### src/cpp_pkg.sv
// Shared types and constants for the control pad packet parser.
// No dependencies; used by cpp_parser and control_pad_packet_parser.
package cpp_pkg;

  localparam logic [7:0] CharStart = 8'h21;
  localparam logic [7:0] CharB     = 8'h42;
  localparam logic [7:0] CharA     = 8'h41;
  localparam logic [7:0] CharG     = 8'h47;
  localparam logic [7:0] CharQ     = 8'h51;
  localparam logic [7:0] CharJ     = 8'h4a;
  localparam logic [7:0] CharZero  = 8'h30;
  localparam logic [7:0] CharOne   = 8'h31;
  localparam logic [7:0] CharEight = 8'h38;

  localparam logic [2:0] KindButtons = 3'd0;
  localparam logic [2:0] KindAccel   = 3'd1;
  localparam logic [2:0] KindGyro    = 3'd2;
  localparam logic [2:0] KindQuat    = 3'd3;
  localparam logic [2:0] KindJoy     = 3'd4;
  localparam logic [2:0] KindNone    = 3'd7;

  localparam logic [4:0] PosHunt    = 5'd0;
  localparam logic [4:0] PosType    = 5'd1;
  localparam logic [4:0] PosPayload = 5'd2;

  localparam int unsigned StoreDepth = 16;

  typedef struct packed {
    logic [7:0]       echo_byte;
    logic             packet_done;
    logic             checksum_bad;
    logic [2:0]       packet_type;
    logic [7:0]       button_bits;
    logic [3:0][31:0] words;
  } result_t;

  function automatic logic [4:0] final_pos(input logic [2:0] kind);
    logic [4:0] fin;
    unique case (kind)
      KindButtons:       fin = 5'd4;
      KindAccel, KindGyro: fin = 5'd14;
      KindQuat, KindJoy: fin = 5'd18;
      default:           fin = 5'd0;
    endcase
    return fin;
  endfunction

endpackage

### src/control_pad_packet_parser.sv
// Control pad packet parser top level: input register, parser stage, result register.
// Depends on cpp_pkg and cpp_parser.
//
// One byte is taken per item and one result item comes out for each, at one item per
// clock cycle sustained while the output does not stall. An item passes the input
// register and then the result register. The rate is set by the parser stage, which
// updates the framing state, checksum, payload store and button map of one byte in a
// single cycle. A stalled result holds the input register; in_stall_o rises only
// while both registers are full and the output side stalls.
module control_pad_packet_parser (
  input  logic        clk_i,
  input  logic        rst_ni,
  input  logic        in_valid_i,
  output logic        in_stall_o,
  input  logic [7:0]  rx_byte_i,
  output logic        out_valid_o,
  input  logic        out_stall_i,
  output logic [7:0]  echo_byte_o,
  output logic        packet_done_o,
  output logic        checksum_bad_o,
  output logic [2:0]  packet_type_o,
  output logic [7:0]  button_bits_o,
  output logic [31:0] word_zero_o,
  output logic [31:0] word_one_o,
  output logic [31:0] word_two_o,
  output logic [31:0] word_three_o
);
  import cpp_pkg::*;

  logic       in_valid_q;
  logic [7:0] in_byte_q;
  logic       out_valid_q;
  result_t    res_q;
  result_t    res_d;
  logic       step;

  assign step       = in_valid_q && (!out_valid_q || !out_stall_i);
  assign in_stall_o = in_valid_q && !step;

  cpp_parser u_parser (
    .clk_i    (clk_i),
    .rst_ni   (rst_ni),
    .step_i   (step),
    .byte_i   (in_byte_q),
    .result_o (res_d)
  );

  always_ff @(posedge clk_i or negedge rst_ni) begin
    if (!rst_ni) begin
      in_valid_q  <= 1'b0;
      out_valid_q <= 1'b0;
    end else begin
      if (!in_stall_o) in_valid_q <= in_valid_i;
      if (!out_valid_q || !out_stall_i) out_valid_q <= step;
    end
  end

  always_ff @(posedge clk_i) begin
    if (in_valid_i && !in_stall_o) in_byte_q <= rx_byte_i;
    if (step) res_q <= res_d;
  end

  assign out_valid_o    = out_valid_q;
  assign echo_byte_o    = res_q.echo_byte;
  assign packet_done_o  = res_q.packet_done;
  assign checksum_bad_o = res_q.checksum_bad;
  assign packet_type_o  = res_q.packet_type;
  assign button_bits_o  = res_q.button_bits;
  assign word_zero_o    = res_q.words[0];
  assign word_one_o     = res_q.words[1];
  assign word_two_o     = res_q.words[2];
  assign word_three_o   = res_q.words[3];

  a_done_bad_excl: assert property (@(posedge clk_i) disable iff (!rst_ni)
    out_valid_o |-> !(packet_done_o && checksum_bad_o))
    else $error("done and bad flagged together");

  a_type_only_done: assert property (@(posedge clk_i) disable iff (!rst_ni)
    (out_valid_o && !packet_done_o) |-> (packet_type_o == KindButtons
      && word_zero_o == '0 && word_three_o == '0))
    else $error("type or words set without a completed packet");

  a_stall_cause: assert property (@(posedge clk_i) disable iff (!rst_ni)
    in_stall_o |-> (out_valid_o && out_stall_i))
    else $error("input stalled while result side free");

  a_map_steady: assert property (@(posedge clk_i) disable iff (!rst_ni)
    (out_valid_o && !out_stall_i && !packet_done_o) |=>
      (!out_valid_o || button_bits_o == $past(button_bits_o) || packet_done_o))
    else $error("button map changed without a completed packet");

endmodule

### src/cpp_parser.sv
// Parser stage: framing state, running checksum, payload store and button map.
// Depends on cpp_pkg; consumes one registered byte per step.
module cpp_parser (
  input  logic              clk_i,
  input  logic              rst_ni,
  input  logic              step_i,
  input  logic [7:0]        byte_i,
  output cpp_pkg::result_t  result_o
);
  import cpp_pkg::*;

  logic [4:0] pos_q, pos_d;
  logic [2:0] kind_q, kind_d;
  logic [7:0] sum_q, sum_d;
  logic [7:0] map_q, map_d;
  logic [StoreDepth-1:0][7:0] store_q, store_d;

  logic [4:0] fin;
  logic [2:0] kind_dec;
  logic [7:0] mask;
  logic       digit_ok;

  assign fin      = final_pos(kind_q);
  assign digit_ok = (store_q[0] >= CharOne) && (store_q[0] <= CharEight);
  assign mask     = 8'd1 << store_q[0][2:0] - 3'd1;

  always_comb begin
    unique case (byte_i)
      CharB:   kind_dec = KindButtons;
      CharA:   kind_dec = KindAccel;
      CharG:   kind_dec = KindGyro;
      CharQ:   kind_dec = KindQuat;
      CharJ:   kind_dec = KindJoy;
      default: kind_dec = KindNone;
    endcase
  end

  always_comb begin
    pos_d   = pos_q;
    kind_d  = kind_q;
    sum_d   = sum_q;
    map_d   = map_q;
    store_d = store_q;
    result_o = '0;
    result_o.echo_byte = byte_i;

    priority if (pos_q == PosHunt) begin
      if (byte_i == CharStart) begin
        pos_d = PosType;
        sum_d = sum_q + byte_i;
      end
    end else if (pos_q == PosType) begin
      if (kind_dec == KindNone) begin
        pos_d  = PosHunt;
        sum_d  = '0;
        kind_d = KindNone;
      end else begin
        kind_d  = kind_dec;
        store_d = '0;
        pos_d   = PosPayload;
        sum_d   = sum_q + byte_i;
      end
    end else if (fin == 5'd0 || pos_q > fin) begin
      pos_d  = PosHunt;
      sum_d  = '0;
      kind_d = KindNone;
    end else if (pos_q == fin) begin
      if (~sum_q != byte_i) begin
        result_o.checksum_bad = 1'b1;
      end else begin
        result_o.packet_done = 1'b1;
        result_o.packet_type = kind_q;
        if (kind_q == KindButtons) begin
          if (digit_ok) begin
            if (store_q[1] != CharZero) map_d = map_q | mask;
            else                        map_d = map_q & ~mask;
          end
        end else begin
          for (int w = 0; w < 4; w++) begin
            result_o.words[w] = {store_q[4*w+3], store_q[4*w+2],
                                 store_q[4*w+1], store_q[4*w]};
          end
        end
      end
      pos_d  = PosHunt;
      sum_d  = '0;
      kind_d = KindNone;
    end else begin
      store_d[pos_q[3:0] - 4'd2] = byte_i;
      pos_d = pos_q + 5'd1;
      sum_d = sum_q + byte_i;
    end

    result_o.button_bits = map_d;
  end

  always_ff @(posedge clk_i or negedge rst_ni) begin
    if (!rst_ni) begin
      pos_q   <= PosHunt;
      kind_q  <= KindNone;
      sum_q   <= '0;
      map_q   <= '0;
      store_q <= '0;
    end else if (step_i) begin
      pos_q   <= pos_d;
      kind_q  <= kind_d;
      sum_q   <= sum_d;
      map_q   <= map_d;
      store_q <= store_d;
    end
  end

endmodule
### config.mk
export PLATFORM = sky130hd
export DESIGN_NAME = control_pad_packet_parser
export DESIGN_NICKNAME = d
export VERILOG_FILES = /design/src/cpp_pkg.sv /design/src/control_pad_packet_parser.sv /design/src/cpp_parser.sv
export SDC_FILE = /design/constraint.sdc
export NUM_CORES = 1
export LEC_CHECK = 0
export ABC_CLOCK_PERIOD_IN_PS = 6500
export BUFFER_PORTS_ARGS = -buffer_cell sky130_fd_sc_hd__buf_2
export CAP_MARGIN = 25
export CORE_UTILIZATION = 30
export DETAILED_ROUTE_END_ITERATION = 8
export SYNTH_ARGS = -nofsm -noshare
export SYNTH_HDL_FRONTEND = slang
export SYNTH_SLANG_ARGS = --single-unit
### constraint.sdc
create_clock -name clk_i -period 6.5 [get_ports clk_i]
set_clock_uncertainty 0.2 [all_clocks]
set_input_delay 0.325 -clock clk_i [delete_from_list [all_inputs] [get_ports clk_i]]
set_output_delay 0.325 -clock clk_i [all_outputs]
set_load 0.1 [all_outputs]
==> impl_metrics.env <==
export IMPL_r2r_cells=10
export IMPL_io_pins=163
export IMPL_die_x_um=208.1
export IMPL_tightest_slew_ns=1.002
export IMPL_yosys_warnings=0
export IMPL_gp_congestion=0.8397
export IMPL_first_iter_violations=616
export IMPL_vdd_drop_max_mv=0.1505
export IMPL_root_buffer="clkbuf_16"
export IMPL_leakage_uw=0.006352
export IMPL_grt_usage=0.1516
export IMPL_clkTransAtPathRegs_ns=0.06
export IMPL_tns_ns=0
export IMPL_synth_top_area_frac=0.3701
export IMPL_setup_violations_final=0
export IMPL_finish_utilization=0.3660
export IMPL_hold_buffers=12
export IMPL_syn_nets=939
export IMPL_cpMaxStageDelayCell="o211ai_1"
export IMPL_antenna_found_initial=0
export IMPL_critPathKind="flip-flop to flip-flop"
export IMPL_slowest_delay_ns=0.66
export IMPL_hold_viol_final=0
export IMPL_netlist_area_um2=12740
export IMPL_hold_class="input pin to asynchronous set/reset pin"
export IMPL_grt_pass1_wl_mm=50.47
export IMPL_hpwl_mm=21.54
export IMPL_die_area_um2=43290
export IMPL_pwr_density_cell_nw_per_um2=352.2
export IMPL_insertion_delay_ns=0.54
export IMPL_required_ns=6.67
export IMPL_drive_gt1_frac=0.2507
export IMPL_cp_common_cell="buf_4"
export IMPL_vias=8081
export IMPL_antenna_cells=0
export IMPL_r2r_start="u_parser.pos_q[1]"
export IMPL_path_cells="inv_1, ha_1, or4b_1, buf_4, nand2_1, nor3_4, buf_4, o211ai_1, buf_4, o22ai_1"
export IMPL_synthTopCellsByArea="edfxtp_1, dfrtp_1, o2bb2ai_1, and2_1, mux2_2"
export IMPL_fin_crit_ns=3.708
export IMPL_area_delta_synth_final_pct=20.52
export IMPL_cts_tree="built"
export IMPL_max_clock_path_buffers=3
export IMPL_synth_top_cell_by_area="edfxtp_1"
export IMPL_fmax_mhz=269.7
export IMPL_path_depth=10
export IMPL_cts_resized=0
export IMPL_gr_total_overflow=0
export IMPL_grt_setup_unrepaired="false"
export IMPL_slew_headroom=0.3288
export IMPL_grt_pass1_vias=8147
export IMPL_ys_top_cells_by_count="edfxtp_1, dfrtp_1, and2_1, o2bb2ai_1, nand3_1"
export IMPL_ys_ff_latch=311
export IMPL_wl_per_cell_um=19.64
export IMPL_finalCritPeriodShare=0.5704
export IMPL_status="complete, no violations"
export IMPL_path_delay_family="buffers and inverters"
export IMPL_synth_ff_type="edfxtp_1"
export IMPL_dr_pass1_iters=5
export IMPL_die_y_um=208.1
export IMPL_port_buffers=162
export IMPL_slew_viol_final=0
export IMPL_initial_utilization=0.3037
export IMPL_drt_total_wl_mm=32.37
export IMPL_cp_buffers_inverters=4
export IMPL_yosysMostFrequentCell="edfxtp_1"
export IMPL_cp_start_kind="flip-flop"
export IMPL_path_max_fanout=36
export IMPL_cts_htree_levels=2
export IMPL_post_cts_buffers=0
export IMPL_ys_async_sr_fraction=0.4952
export IMPL_timing_critical_path_from="u_parser.pos_q[1]"
export IMPL_nNetsFinal=1112
export IMPL_grt_max_degree=94
export IMPL_ys_seq_area_frac=0.6729
export IMPL_cp_end_kind="flip-flop"
export IMPL_drv_cap=0
export IMPL_cts_sinks=311
export IMPL_cts_buffers=35
export IMPL_avgSynthCellArea_um2=14.02
export IMPL_antenna_left=0
export IMPL_core_rowCount=75
export IMPL_route_detailed_drc=0
export IMPL_worst_ep_arrival_time_ns=3.88
export IMPL_netlist_instances=909
export IMPL_coreArea_um2=41950
export IMPL_synth_cell_types=64
export IMPL_avgViaCountPerCell=4.904
export IMPL_synth_edf_count=157
-- registers in the layout, summed over array words and instances (netlist names), 3 cells and up --
signal / count
u_parser.sum_q: 8
echo_byte_o: 8
packet_type_o: 3
button_bits_o: 8
in_byte_q: 8
u_parser.kind_q: 3
word_zero_o: 32
word_two_o: 32
u_parser.map_q: 8
word_one_o: 32
u_parser.pos_q: 5
word_three_o: 32
u_parser.store_q: 128
-- power breakdown --
group | switching, µW | leakage, µW | total (µW) | internal (µW)
clock network | 788 | 0.000557 | 1950 | 1160
logic | 883 | 0.00218 | 1140 | 259
registers | 94.7 | 0.00361 | 2320 | 2220
total | 1770 | 0.00635 | 5410 | 3640
-- worst paths after layout --
kind	endpoint	slack [ns]
setup / recovery	u_parser.store_q[42]	2.79
hold / removal	u_parser.store_q[17]	0.27
setup reg to reg	u_parser.store_q[42]	2.79
hold reg to reg	u_parser.store_q[69]	0.28
max in group asynchronous	u_parser.store_q[102]	4.45
min in group clk_i	u_parser.store_q[69]	0.28
-- cell families (layout without fill, tap and decap cells) --
group	Yosys count	in the layout	share of synthesized area
AO/OA/AOI/OAI	206	206	0.1327
XOR/XNOR	9	9	0.006188
adder cells (fa/ha/maj)	18	18	0.01827
buffers and inverters	75	275	0.02760
flip-flops	311	311	0.6729
multiplexers	20	20	0.01758
AND/OR/NAND/NOR	270	270	0.1248
-- metrics by stage --
stage | instances | worst slack [ns] | area [µm²] | hold WS [ns] | total power [µW]
after floorplan | 909 | 0.7053 | 12740 | -0.1706 | 3241
after detailed placement | 1572 | 2.880 | 14090 | 0.2600 | 3483
final | 1648 | 2.792 | 15350 | 0.2688 | 5407
after CTS | 1648 | 2.829 | 15350 | 0.2480 | 5470
after global placement | 1571 | 3.014 | 14090 | 0.2505 | 3470
after global routing | 1648 | 2.577 | 15350 | 0.2698 | 5637
-- metal layers --
layer  vias up  routed length (µm)  track usage
met3        49                1532      0.02747
met2       232               14550       0.2283
li1       3751                   -            -
met4         0                 722      0.05722
met1      4049               15570       0.2173
met5         -                   0            0
-- layout make-up --
class | count | area, µm²
Multi-Input combinational cell | 523 | 3842
Inverter | 25 | 98.84
Fill cell | 3958 | 26590
Clock inverter | 14 | 137.6
Timing Repair Buffer | 186 | 1025
Clock buffer | 50 | 1003
Sequential cell | 311 | 8572
Tap cell | 539 | 674.4
-- worst register-to-register path, stage by stage (launching register included) --
cell and delay (ns):
dfrtp_1 0.43, inv_1 0.17, ha_1 0.31, or4b_1 0.46, buf_4 0.26, nand2_1 0.16, nor3_4 0.07, buf_4 0.25
o211ai_1 0.67, buf_4 0.42, o22ai_1 0.14
-- layout by cell type, fill, tap and decap left out, types with 11 or more instances in the layout --
master | netlist | final
nor2_1 | 16 | 16
clkbuf_16 | 0 | 36
o22ai_1 | 17 | 17
edfxtp_1 | 157 | 157
mux2_2 | 19 | 19
nand2_1 | 22 | 22
and2_1 | 135 | 135
ha_1 | 17 | 17
nand3_1 | 42 | 42
o2bb2ai_1 | 112 | 112
buf_2 | 29 | 162
buf_4 | 1 | 11
inv_1 | 25 | 24
dlygate4sd3_1 | 0 | 12
nor3_1 | 12 | 12
a21oi_1 | 20 | 20
dfrtp_1 | 151 | 151
Power figures use the tool's default switching activity.
